**src/rtl/eta_pkg.sv**
```systemverilog
// ----------------------------------------------------------------------------
// eta_pkg: shared types and constants of the envelope transient analyzer
// Payload structs, register indexes, widths and the control interface
// between the sequencer and the datapath.
// ----------------------------------------------------------------------------
package eta_pkg;

  // Fixed field widths
  localparam int SAMPLE_BITS = 16;
  localparam int COUNT_BITS  = 20;
  localparam int ENV_W       = 24;  // Q1.23 envelope
  localparam int COEF_W      = 24;  // Q0.24 coefficients
  localparam int FLOOR_W     = 16;
  localparam int SPS_W       = 18;
  localparam int SECS_W      = 16;
  localparam int OUT_W       = 16;
  localparam int TOTAL_W     = 20;
  localparam int CFG_DATA_W  = 24;
  localparam int CFG_IDX_W   = 2;

  // Divider: (tally << 24) / (10 * seconds)
  localparam int NUM_W       = COUNT_BITS + ENV_W;
  localparam int DIV_W       = SECS_W + 4;
  localparam int STEP_W      = $clog2(NUM_W + 1);

  // Register reset values
  localparam logic [COEF_W-1:0]  ATTACK_RST  = COEF_W'(16401071);
  localparam logic [COEF_W-1:0]  RELEASE_RST = COEF_W'(16773412);
  localparam logic [FLOOR_W-1:0] FLOOR_RST   = FLOOR_W'(3277);
  localparam logic [SPS_W-1:0]   SPS_RST     = SPS_W'(44100);

  typedef enum logic [CFG_IDX_W-1:0] {
    CFG_ATTACK  = 2'd0,
    CFG_RELEASE = 2'd1,
    CFG_FLOOR   = 2'd2,
    CFG_SPS     = 2'd3
  } cfg_idx_e;

  typedef struct packed {
    logic signed [SAMPLE_BITS-1:0] sample;
    logic                          last;
  } in_t;

  typedef struct packed {
    logic [OUT_W-1:0]   punch;
    logic [OUT_W-1:0]   peak_level;
    logic [TOTAL_W-1:0] transient_total;
  } out_t;

  // Sequencer to datapath
  typedef struct packed {
    logic load;      // capture input sample
    logic mul;       // form coefficient product
    logic upd;       // update envelope, peak, tally, seconds
    logic div_init;  // set up the density division
    logic div_step;  // one quotient bit
    logic finish;    // load result register and clear clip state
  } cmd_t;

  // Datapath to sequencer
  typedef struct packed {
    logic last;
  } status_t;

endpackage

```
**src/rtl/envelope_transient_analyzer_top.sv**
```systemverilog
// ----------------------------------------------------------------------------
// envelope_transient_analyzer_top: clip envelope and transient analyzer
// Follows the attack/release envelope of an audio stream and reports punch,
// peak level and transient count at the end of each clip.
// ----------------------------------------------------------------------------
// Usage:
//   Input channel: one signed Q1.15 sample per transfer, with a last flag on
//   the final sample of a clip. in_stall_o is low only while the sequencer
//   waits for a sample.
//   Each sample goes through capture, one pass through the shared
//   coefficient multiplier, then the envelope/peak/tally update; the
//   block takes no new sample until the sequencer is idle again.
//   A last sample adds a divider setup step, 44 steps of the bit-serial
//   divider (one quotient bit per cycle for tally * 2^24 / (10 * seconds))
//   and the load of the result register, which waits while a stalled
//   result is still held; out_valid_o rises with that load, and the next
//   sample can transfer after it.
//   Output channel: one result per clip. The result register holds until
//   the receiver drops out_stall_i; samples of the next clip keep flowing
//   meanwhile, and only the next clip's final load waits for the register.
//   Loading the result clears envelope, peak, tally and second counters.
//   Configuration: cfg_we_i writes cfg_wdata_i to register cfg_idx_i;
//   write only while no clip sample is in flight.
//   Reset (rst_ni low, asynchronous) restores default coefficients, floor
//   and sample rate, clears all clip state and drops out_valid_o.
// ----------------------------------------------------------------------------
module envelope_transient_analyzer_top (
  input  logic                              clk_i,
  input  logic                              rst_ni,
  // Configuration write port
  input  logic                              cfg_we_i,
  input  logic [eta_pkg::CFG_IDX_W-1:0]     cfg_idx_i,
  input  logic [eta_pkg::CFG_DATA_W-1:0]    cfg_wdata_i,
  // Sample channel
  input  logic                              in_valid_i,
  output logic                              in_stall_o,
  input  eta_pkg::in_t                      in_data_i,
  // Result channel
  output logic                              out_valid_o,
  input  logic                              out_stall_i,
  output eta_pkg::out_t                     out_data_o
);

  // Command and status between sequencer and datapath
  eta_pkg::cmd_t    cmd;
  eta_pkg::status_t status;

  // Sequencer: sample steps, divider iterations, result valid
  eta_ctrl u_ctrl (
    .clk_i       (clk_i),
    .rst_ni      (rst_ni),
    .in_valid_i  (in_valid_i),
    .in_stall_o  (in_stall_o),
    .out_valid_o (out_valid_o),
    .out_stall_i (out_stall_i),
    .status_i    (status),
    .cmd_o       (cmd)
  );

  // Datapath: registers, envelope follower, divider, result register
  eta_dp u_dp (
    .clk_i       (clk_i),
    .rst_ni      (rst_ni),
    .cfg_we_i    (cfg_we_i),
    .cfg_idx_i   (cfg_idx_i),
    .cfg_wdata_i (cfg_wdata_i),
    .in_data_i   (in_data_i),
    .cmd_i       (cmd),
    .status_o    (status),
    .out_data_o  (out_data_o)
  );

endmodule

```
**src/rtl/eta_ctrl.sv**
```systemverilog
// ----------------------------------------------------------------------------
// eta_ctrl: sequencer of the envelope transient analyzer
// Walks each sample through multiply and update, runs the divider on the
// last sample of a clip and owns the result valid flag.
// ----------------------------------------------------------------------------
module eta_ctrl (
  input  logic             clk_i,
  input  logic             rst_ni,
  input  logic             in_valid_i,
  output logic             in_stall_o,
  output logic             out_valid_o,
  input  logic             out_stall_i,
  input  eta_pkg::status_t status_i,
  output eta_pkg::cmd_t    cmd_o
);

  typedef enum logic [2:0] {
    ST_IDLE,
    ST_MUL,
    ST_UPD,
    ST_DINIT,
    ST_DIV,
    ST_FIN
  } state_e;

  state_e                     state_q, state_d;
  logic [eta_pkg::STEP_W-1:0] step_q, step_d;
  logic                       out_valid_q, out_valid_d;
  logic                       out_free;

  assign out_free    = !out_valid_q || !out_stall_i;
  assign in_stall_o  = (state_q != ST_IDLE);
  assign out_valid_o = out_valid_q;

  always_comb begin
    state_d     = state_q;
    step_d      = step_q;
    out_valid_d = out_valid_q;
    cmd_o       = '0;
    if (out_valid_q && !out_stall_i) begin
      out_valid_d = 1'b0;
    end
    unique case (state_q)
      ST_IDLE: begin
        if (in_valid_i) begin
          cmd_o.load = 1'b1;
          state_d    = ST_MUL;
        end
      end
      ST_MUL: begin
        cmd_o.mul = 1'b1;
        state_d   = ST_UPD;
      end
      ST_UPD: begin
        cmd_o.upd = 1'b1;
        state_d   = status_i.last ? ST_DINIT : ST_IDLE;
      end
      ST_DINIT: begin
        cmd_o.div_init = 1'b1;
        step_d         = '0;
        state_d        = ST_DIV;
      end
      ST_DIV: begin
        cmd_o.div_step = 1'b1;
        step_d         = step_q + 1'b1;
        if (step_q == eta_pkg::STEP_W'(eta_pkg::NUM_W - 1)) begin
          state_d = ST_FIN;
        end
      end
      ST_FIN: begin
        if (out_free) begin
          cmd_o.finish = 1'b1;
          out_valid_d  = 1'b1;
          state_d      = ST_IDLE;
        end
      end
      default: state_d = ST_IDLE;
    endcase
  end

  always_ff @(posedge clk_i or negedge rst_ni) begin
    if (!rst_ni) begin
      state_q     <= ST_IDLE;
      step_q      <= '0;
      out_valid_q <= 1'b0;
    end else begin
      state_q     <= state_d;
      step_q      <= step_d;
      out_valid_q <= out_valid_d;
    end
  end

endmodule

```
**src/rtl/eta_dp.sv**
```systemverilog
// ----------------------------------------------------------------------------
// eta_dp: datapath of the envelope transient analyzer
// Configuration registers, envelope follower with one shared multiplier,
// peak and transient tracking, seconds counter, bit-serial divider and
// the result register.
// ----------------------------------------------------------------------------
module eta_dp (
  input  logic                                clk_i,
  input  logic                                rst_ni,
  input  logic                                cfg_we_i,
  input  logic [eta_pkg::CFG_IDX_W-1:0]       cfg_idx_i,
  input  logic [eta_pkg::CFG_DATA_W-1:0]      cfg_wdata_i,
  input  eta_pkg::in_t                        in_data_i,
  input  eta_pkg::cmd_t                       cmd_i,
  output eta_pkg::status_t                    status_o,
  output eta_pkg::out_t                       out_data_o
);

  localparam int ENV_W     = eta_pkg::ENV_W;
  localparam int SB        = eta_pkg::SAMPLE_BITS;
  localparam int MAG_SHIFT = ENV_W - SB;
  localparam int PROD_W    = 2 * (ENV_W + 1);
  localparam int ACC_W     = PROD_W + 1;
  localparam int NUM_W     = eta_pkg::NUM_W;
  localparam int DIV_W     = eta_pkg::DIV_W;
  localparam int CNT_W     = eta_pkg::COUNT_BITS;
  localparam int SPS_W     = eta_pkg::SPS_W;
  localparam int SECS_W    = eta_pkg::SECS_W;
  localparam int OUT_W     = eta_pkg::OUT_W;

  // Configuration
  logic [eta_pkg::COEF_W-1:0]  attack_q, release_q;
  logic [eta_pkg::FLOOR_W-1:0] floor_q;
  logic [SPS_W-1:0]            sps_q;

  // Clip state; the previous envelope is always the current one
  logic [ENV_W-1:0]  env_q, peak_q;
  logic [CNT_W-1:0]  tally_q;
  logic [SPS_W-1:0]  sis_q;
  logic [SECS_W-1:0] secs_q;

  // Payload pipeline
  logic [ENV_W-1:0]         mag_q;
  logic                     last_q;
  logic signed [PROD_W-1:0] prod_q;
  logic [NUM_W-1:0]         num_q;
  logic [DIV_W-1:0]         rem_q, div_q;
  eta_pkg::out_t            out_q;

  // Magnitude of the incoming sample; the most negative code maps to +1.0
  logic [SB:0]     samp_ext, samp_abs;
  logic [ENV_W-1:0] mag_new;
  assign samp_ext = {in_data_i.sample[SB-1], in_data_i.sample};
  assign samp_abs = in_data_i.sample[SB-1] ? ((SB+1)'(0) - samp_ext) : samp_ext;
  assign mag_new  = {samp_abs[SB-1:0], {MAG_SHIFT{1'b0}}};

  // env' = mag + a * (env - mag), rounded
  logic [eta_pkg::COEF_W-1:0]  coef;
  logic signed [ENV_W:0]       diff;
  logic signed [ENV_W+1:0]     coef_s;
  logic signed [ACC_W-1:0]     acc;
  logic [ENV_W-1:0]            env_new;
  assign coef    = (mag_q > env_q) ? attack_q : release_q;
  assign diff    = $signed({1'b0, env_q}) - $signed({1'b0, mag_q});
  assign coef_s  = $signed({2'b00, coef});
  assign acc     = $signed({{(ACC_W-2*ENV_W){1'b0}}, mag_q, {ENV_W{1'b0}}})
                 + ACC_W'(prod_q)
                 + $signed(ACC_W'(1) <<< (ENV_W - 1));
  assign env_new = acc[2*ENV_W-1:ENV_W];

  // Transient test: 2*env' > 3*env and env' > floor
  logic [ENV_W+1:0] env2, prev3;
  logic             is_trans;
  assign env2     = {1'b0, env_new, 1'b0};
  assign prev3    = {2'b00, env_q} + {1'b0, env_q, 1'b0};
  assign is_trans = (env2 > prev3) &&
                    (env_new > {floor_q, {(ENV_W-eta_pkg::FLOOR_W){1'b0}}});

  // Seconds
  logic [SPS_W-1:0] sps_eff;
  logic [SPS_W:0]   sis_inc;
  logic             sec_wrap;
  assign sps_eff  = (sps_q == '0) ? SPS_W'(1) : sps_q;
  assign sis_inc  = {1'b0, sis_q} + 1'b1;
  assign sec_wrap = (sis_inc >= {1'b0, sps_eff});

  // Divisor 10 * max(seconds, 1)
  logic [SECS_W-1:0] secs_eff;
  logic [DIV_W-1:0]  div_new;
  assign secs_eff = (secs_q == '0) ? SECS_W'(1) : secs_q;
  assign div_new  = (DIV_W'(secs_eff) << 3) + (DIV_W'(secs_eff) << 1);

  // Restoring divider step, quotient shifts into the numerator register
  logic [DIV_W:0] rem_sh;
  logic           q_bit;
  assign rem_sh = {rem_q, num_q[NUM_W-1]};
  assign q_bit  = (rem_sh >= {1'b0, div_q});

  // Result
  logic [NUM_W:0] punch_sum;
  eta_pkg::out_t  out_new;
  always_comb begin
    punch_sum = {1'b0, num_q} + (NUM_W+1)'(peak_q);
    out_new.punch = (|punch_sum[NUM_W:OUT_W+8]) ? {OUT_W{1'b1}}
                                                : punch_sum[OUT_W+7:8];
    out_new.peak_level = peak_q[ENV_W-1] ? {OUT_W{1'b1}} : peak_q[ENV_W-2:7];
    out_new.transient_total = eta_pkg::TOTAL_W'(tally_q);
  end

  assign status_o.last = last_q;
  assign out_data_o    = out_q;

  always_ff @(posedge clk_i or negedge rst_ni) begin
    if (!rst_ni) begin
      attack_q  <= eta_pkg::ATTACK_RST;
      release_q <= eta_pkg::RELEASE_RST;
      floor_q   <= eta_pkg::FLOOR_RST;
      sps_q     <= eta_pkg::SPS_RST;
    end else if (cfg_we_i) begin
      unique case (eta_pkg::cfg_idx_e'(cfg_idx_i))
        eta_pkg::CFG_ATTACK:  attack_q  <= cfg_wdata_i[eta_pkg::COEF_W-1:0];
        eta_pkg::CFG_RELEASE: release_q <= cfg_wdata_i[eta_pkg::COEF_W-1:0];
        eta_pkg::CFG_FLOOR:   floor_q   <= cfg_wdata_i[eta_pkg::FLOOR_W-1:0];
        eta_pkg::CFG_SPS:     sps_q     <= cfg_wdata_i[SPS_W-1:0];
        default: ;
      endcase
    end
  end

  always_ff @(posedge clk_i or negedge rst_ni) begin
    if (!rst_ni) begin
      env_q   <= '0;
      peak_q  <= '0;
      tally_q <= '0;
      sis_q   <= '0;
      secs_q  <= '0;
    end else if (cmd_i.finish) begin
      env_q   <= '0;
      peak_q  <= '0;
      tally_q <= '0;
      sis_q   <= '0;
      secs_q  <= '0;
    end else if (cmd_i.upd) begin
      env_q <= env_new;
      if (env_new > peak_q) begin
        peak_q <= env_new;
      end
      if (is_trans && (tally_q != {CNT_W{1'b1}})) begin
        tally_q <= tally_q + 1'b1;
      end
      if (sec_wrap) begin
        sis_q <= '0;
        if (secs_q != {SECS_W{1'b1}}) begin
          secs_q <= secs_q + 1'b1;
        end
      end else begin
        sis_q <= sis_inc[SPS_W-1:0];
      end
    end
  end

  always_ff @(posedge clk_i) begin
    if (cmd_i.load) begin
      mag_q  <= mag_new;
      last_q <= in_data_i.last;
    end
    if (cmd_i.mul) begin
      prod_q <= coef_s * diff;
    end
    if (cmd_i.div_init) begin
      num_q <= {tally_q, {ENV_W{1'b0}}};
      rem_q <= '0;
      div_q <= div_new;
    end else if (cmd_i.div_step) begin
      num_q <= {num_q[NUM_W-2:0], q_bit};
      rem_q <= q_bit ? DIV_W'(rem_sh - {1'b0, div_q}) : rem_sh[DIV_W-1:0];
    end
    if (cmd_i.finish) begin
      out_q <= out_new;
    end
  end

endmodule

```
**config.mk**
```make
export PLATFORM = sky130hd
export DESIGN_NAME = envelope_transient_analyzer_top
export DESIGN_NICKNAME = d
export VERILOG_FILES = /design/src/rtl/eta_pkg.sv /design/src/rtl/envelope_transient_analyzer_top.sv /design/src/rtl/eta_ctrl.sv /design/src/rtl/eta_dp.sv
export SDC_FILE = /design/constraint.sdc
export NUM_CORES = 2
export LEC_CHECK = 0
export ABC_AREA = 0
export BUFFER_PORTS_ARGS = -buffer_cell sky130_fd_sc_hd__buf_2
export CELL_PAD_IN_SITES_DETAIL_PLACEMENT = 1
export CELL_PAD_IN_SITES_GLOBAL_PLACEMENT = 1
export CORE_MARGIN = 3
export CORE_UTILIZATION = 40
export DETAILED_ROUTE_END_ITERATION = 7
export GPL_ROUTABILITY_DRIVEN = 0
export MAX_ROUTING_LAYER = met4
export PLACE_DENSITY = 0.75
export SLEW_MARGIN = 20
export SYNTH_ARGS = -nofsm -noshare
export SYNTH_HDL_FRONTEND = slang
export SYNTH_HIERARCHICAL = 1
export SYNTH_SLANG_ARGS = --single-unit
```
**constraint.sdc**
```tcl
create_clock -name clk_i -period 26.7 [get_ports clk_i]
set_input_delay 2.67 -clock clk_i [delete_from_list [all_inputs] [get_ports clk_i]]
set_output_delay 2.67 -clock clk_i [all_outputs]
set_load 0.01 [all_outputs]
```
== Yosys cells after proc, flatten, opt, wreduce, memory -nomap -nowiden ==
Index checks and enable logic that the tools add are counted.

* Bits of input ports: 48
* Register bits after elaboration: 395
* Bits in latches: 0
* Memories kept: 0
* Output and inout port bits: 54
* Memory bits (read-only): 0
* Memory bits (writable): 0
* Logic and storage cells: 122

* Add/subtract/negate cells: 12
* Divide/modulo/power cells: 0
* Shift operators: 0
* Multipliers: 1
* Bitwise operators: 0
* Reductions and logical operators: 27
* Magnitude comparators: 6
* Mux-type cells: 39
* Eq/ne operators: 14

{| class="wikitable"
|+ Operators with widths
! cell !! number
|-
| 24-bit 2-to-1 mux || 6
|-
| 44-bit 2-to-1 mux || 2
|-
| 16-bit 2-to-1 mux || 5
|-
| 20-bit 2-to-1 mux || 4
|-
| 24-bit greater-than comparator || 3
|-
| 18-bit 2-to-1 mux || 4
|-
| 48-bit by 25-bit adder with 48-bit output, second input constant || 1
|-
| 48-bit adder || 1
|-
| 25-bit by 25-bit multiplier with 48-bit output || 1
|-
| 44-bit by 24-bit adder with 45-bit output || 1
|-
| 24-bit by 25-bit adder with 26-bit output || 1
|-
| 25-bit by 26-bit greater-than comparator with 1-bit output || 1
|-
| 24-bit by 24-bit subtractor with 25-bit output || 1
|-
| 21-bit by 20-bit >= comparator with 1-bit output || 1
|-
| 21-bit OR reduction || 1
|-
| 19-bit by 17-bit adder with 20-bit output || 1
|-
| 20-bit by 1-bit adder with 20-bit output, second input constant || 1
|-
| 20-bit inequality test, second input constant || 1
|-
| 20-bit subtractor || 1
|-
| 18-bit by 1-bit adder with 19-bit output, second input constant || 1
|-
| 19-bit by 18-bit >= comparator with 1-bit output || 1
|-
| 18-bit logical NOT || 1
|-
| 3-bit one-hot mux with 6 select lines || 1
|-
| 16-bit by 1-bit adder with 16-bit output, second input constant || 1
|-
| 26 further kinds || 57
|}

== Longest topological paths before layout ==
* Depth in word-level cells: 8
* Depth in mapped cells: 37
* Mapped depth without buffers: 35

== Hierarchy ==
The synthesis kept the hierarchy.

{| class="wikitable"
|+ Modules (own cells, without submodules)
! module !! cells each !! sequential area each (um2) !! area an instance (um2) !! times used
|-
| eta_dp || 4388 || 9531.6 || 41484.8 || 1
|-
| eta_ctrl || 54 || 250.2 || 549.3 || 1
|}

== Least setup slack after synthesis ==
Ideal clock, no wire load.

* Path kind: register to register
* Start: reg u_dp.env_q[15]
* End: reg u_dp.prod_q[45], data pin
* Clock period less this slack: 10283 ps
* Buffers on the path: 3
* Slack: 16417 ps
* Arrival: 10024 ps
* Setup time: 259 ps
* Stages on the path, launching flop included: 35
* Cell sequence: dfrtp_1 > ha_1 > clkbuf_1 > nand4_1 > a2111oi_0 > o21ai_0 > nand3_1 > clkbuf_1 > buf_1 > mux2i_1 > nor2_1 > fa_1 > inv_1 > fa_1 > inv_1 > fa_1 > inv_1 > fa_1 > inv_1 > fa_1 > fa_1 > inv_1 > fa_1 > inv_1 > ha_1 > nand4_1 > or4_1 > or4_1 > a31o_2 > a31oi_1 > o2111ai_1 > a21o_1 > o21ai_1 > nor4b_1 > a211o_1

* Word-level cells in the longest chain between the ends: 3

{| class="wikitable"
|+ Ends and longest elaborated chain
! element !! RTL line !! source
|-
| from (decl) || eta_dp.sv:37 || <nowiki>logic [ENV_W-1:0] env_q, peak_q;</nowiki>
|-
| from (signal assigned) || eta_dp.sv:144 || <nowiki>env_q <= env_new;</nowiki>
|-
| 24-bit greater-than comparator || eta_dp.sv:63 || <nowiki>assign coef = (mag_q > env_q) ? attack_q : release_q;</nowiki>
|-
| 24-bit 2-to-1 mux || eta_dp.sv:63 ||
|-
| 25-bit by 25-bit multiplier with 48-bit output * || eta_dp.sv:168 || <nowiki>prod_q <= coef_s * diff;</nowiki>
|-
| to (signal assigned) || eta_dp.sv:168 ||
|-
| to (decl) || eta_dp.sv:45 || <nowiki>logic signed [PROD_W-1:0] prod_q;</nowiki>
|}

Mark *: on every way between the ends. The rest lies on a longest branch, timed or not.
A chain may end at the register's enable or synchronous reset.

== Final worst setup path ==
* Start: reg u_dp.env_q[13]
* End: reg u_dp.prod_q[45], data pin

The elaborated chain is that of the path after synthesis.

==> summary.md <==
| Metric | Value |
|---|---|
| Post-synthesis mux area share | `roughly 5.9%` |
| Delay-heaviest family, CP | `adder cells` |
| Initial detailed-routing violation count | `slightly above 2000` |
| Max Fclk | `~86 MHz` |
| Setup bufs post-CTS | `0` |
| Xor/xnor share of the synthesized area | `between 3 and 4%` |
| Htree depth | `2` |
| Fill cells | `~12000` |
| Detailed placer's ending HPWL | `just over 100000 microns` |
| Critical path class | `register to register` |
| Final WL | `about 130000 microns` |
| Worst Tran Pin Value | `1.138 ns` |
| # IOs | `about 100` |
| Num CTS Buffers | `44` |
| Final Setup Violations | `0` |
| GRT Overall Usage | `approximately a quarter` |
| Clk Latency, worst-skew pair | `about 0.62 ns` |
| Mean Syn Cell Area | `roughly 9.5 sq um` |
| First drt pass iteration count | `5` |
| CTS Root Buffer Type | `clkbuf_16` |
| Crit. End Element | `register` |
| CP max-delay cell | `mux2i_1` |
| Crit path required time | `27.04 ns` |
| Vert. Die Dim | `~330 microns` |
| Die Width | `330.2 microns` |
| Hold Fails Final Rpt | `0` |
| Simple-gate share of the synthesized area | `around 15%` |
| Worst Setup Slack, final | `15.10 ns` |
| Max Slew Vio Count | `0` |
| CP Max Fanout | `49` |
| Clock transition at path regs | `roughly 0.060 ns` |
| Synthesized cell area | `between 40000 and 50000 sq um` |
| Via density | `5.493` |
| Count leader, synth | `inv_1` |
| Non-filler instance count after layout | `5902` |
| Min-delay worst type | `register to register` |
| Commonest register cell after synthesis | `dfrtp_1` |
| Post-route DRC | `0` |
| Cts hold-fix bufs | `0` |
| Adder-cell share of the synthesized area | `around 36%` |
| Core area | `between 100000 and 150000 sq um` |
| Largest family of logic cells by synthesized area | `adder cells` |
| Number of synthesized flops with an enable pin | `between 100 and 150` |
| Setup TNS Final | `0 ns` |
| Port Buffers | `between 100 and 150` |
| Crit path arrival time | `~12 ns` |
| TritonCTS clock tree | `done` |
| Layout cells sized above 1 | `between 9 and 10%` |
| Initial core utilization | `between 40% and 50%` |
| Clock Path Buffers | `3` |
| Synth area leaders | `fa_1 (24%), ha_1 (12%), edfxtp_1 (9.5%)` |
| Fin crit share | `~43%` |
| Initial antenna violation count | `7` |
| Crit-path max cell delay | `between 0.9 and 1 ns` |
| Async S/R FF share, synth | `between 50% and 60%` |
| Largest net degree at the start of global routing | `79` |
| Synth Instances | `4442` |
| Gr ovfl total | `0` |
| WL/cell | `about 22 microns` |
| NumNets Final | `roughly 5400` |
| First-pass GRT wire length | `206300 microns` |
| Vias | `between 30000 and 40000` |
| Clock skew | `around 0.036 ns` |
| Status | `complete, no violations` |
| Post-DRT Antenna Nets | `0` |
| Worst path buffer plus inverter count | `5` |
| Core Util, Final | `44.07%` |
| Relative slew slack | `a little over a fifth` |
| Post-layout min period | `11.60 ns` |
| Synth area leader | `fa_1` |
| Sequential share of the synthesized area | `between 20% and 30%` |
| Clock Sinks | `between 300 and 400` |
| CP dominant cell by count | `fa_1` |
| #FFs+latches synth | `~370` |
| Net Count, Synth | `around 5400` |
| Worst setup SP type | `register` |
| Rows | `around 120` |
| Inst Count DP | `5816` |
| Max-Cap Viols | `0` |
| Worst slack at placement | `between 15 and 20 ns` |
| Die footprint | `between 100000 and 150000 sq um` |
| RSZ-0062 raised after global routing | `false` |
| Compound-Gate Fraction of Synth Area | `roughly 9.0%` |
| Area grow syn2layout | `8.980%` |
| Share of the synthesized area in the top cell type | `around a quarter` |
| Top cells by count, synth | `inv_1 (738), fa_1 (506), nand2_1 (439)` |
| Yosys warnings | `6` |
| Cts repair resizes | `0` |
| Unique masters post-synth | `81` |
| Vias in the first global route | `~36000` |
layout by cell type (no fill, tap or decap), types with 26 or more instances in the layout:
cell type  instances
nor4_1            26
nand2b_1          35
buf_2            100
nor3_1            43
o21a_1            27
nand2_1          439
clkbuf_16         44
a21o_1            76
and3_1            29
inv_1            737
fa_1             506
and2_1           134
mux2_2           121
xnor2_1           97
nor2_1           395
ha_1             394
xor2_1            34
nand3_1           57
nor2b_1           38
nand4_1           52
mux2i_1          111
a211oi_1          31
dfstp_2           42
dfrtp_1          152
a21oi_1          124
dfxtp_1           44
edfxtp_1         133
buf_4             59
o21ai_0          102
layout make-up:
class	instances	area [sq um]	area share (%)
multi-input combinational	3166	29050	63.41
sequential	371	9782	21.35
inverter	739	2774	6.055
tap	1380	1727	3.769
clock buffer	60	1221	2.666
timing repair buffer	160	957.2	2.089
clock inverter	22	292.8	0.6391
antenna	4	10.01	0.02185
layer usage:
metal	GRT usage (%)	part of all wire [%]
met1	32.74	44
met2	40.26	47
met3	3.547	5.7
met4	7.745	3.5
met5	-	0
worst register-to-register path: cells and delay by family (launching register included):
family / cells / cell delay [ns]
DFF: 1 / 0.44
adders and majority gates: 9 / 4.61
AOI/OAI and AO/OA: 8 / 2.51
muxes: 1 / 0.93
buffers and inverters: 5 / 0.88
and+or+nand+nor: 7 / 1.97
final timing paths:
| kind | from | end | slack (ns) | depth (start not counted) |
|---|---|---|---|---|
| max | u_dp/env_q[13] | u_dp/prod_q[45] | 15.10 | 30 |
| max reg2reg | u_dp/env_q[13] | u_dp/prod_q[45] | 15.10 | 30 |
| min reg2reg | u_ctrl/step_q[5] | u_ctrl/step_q[5] | 0.48 | 1 |
| min | u_ctrl/step_q[5] | u_ctrl/step_q[5] | 0.48 | 1 |
| max in group asynchronous | rst_ni | u_dp/sps_q[8] | 23.27 | 2 |
| min in group asynchronous | rst_ni | u_ctrl/out_valid_o | 2.07 | 1 |
kinds of logic (layout without fill, tap and decap cells):
group	count (synthesis)	after routing
fa+ha+maj	900	900
other cells	0	4
xor+xnor	145	145
flops	371	371
compound gates	555	555
mux	233	233
buf+inv	905	981
simple gates	1333	1333
through the flow:
stage	hold WS, ns	area [sq um]
6_report	0.4817	45810
5_1_grt	0.5071	45800
4_1_cts	0.4800	45790
3_5_place_dp	0.4718	44270
3_3_place_gp	0.4624	44270
2_1_floorplan	0.4398	42030
registers in the layout, summed over array words and instances, names as in the netlist:
name and flops:
u_ctrl/out_valid_o 1, u_ctrl/state_q 3, u_ctrl/step_q 6, u_dp/attack_q 24, u_dp/div_q 19, u_dp/env_q 24
u_dp/floor_q 16, u_dp/mag_q 16, u_dp/num_q 44, u_dp/out_data_o 52, u_dp/peak_q 24, u_dp/prod_q 25
u_dp/release_q 24, u_dp/rem_q 20, u_dp/secs_q 16, u_dp/sis_q 18, u_dp/sps_q 18, u_dp/status_o 1
u_dp/tally_q 20
Power is not shown: default switching activity piles up to over one toggle a cycle in this logic, so the estimate is an artifact.
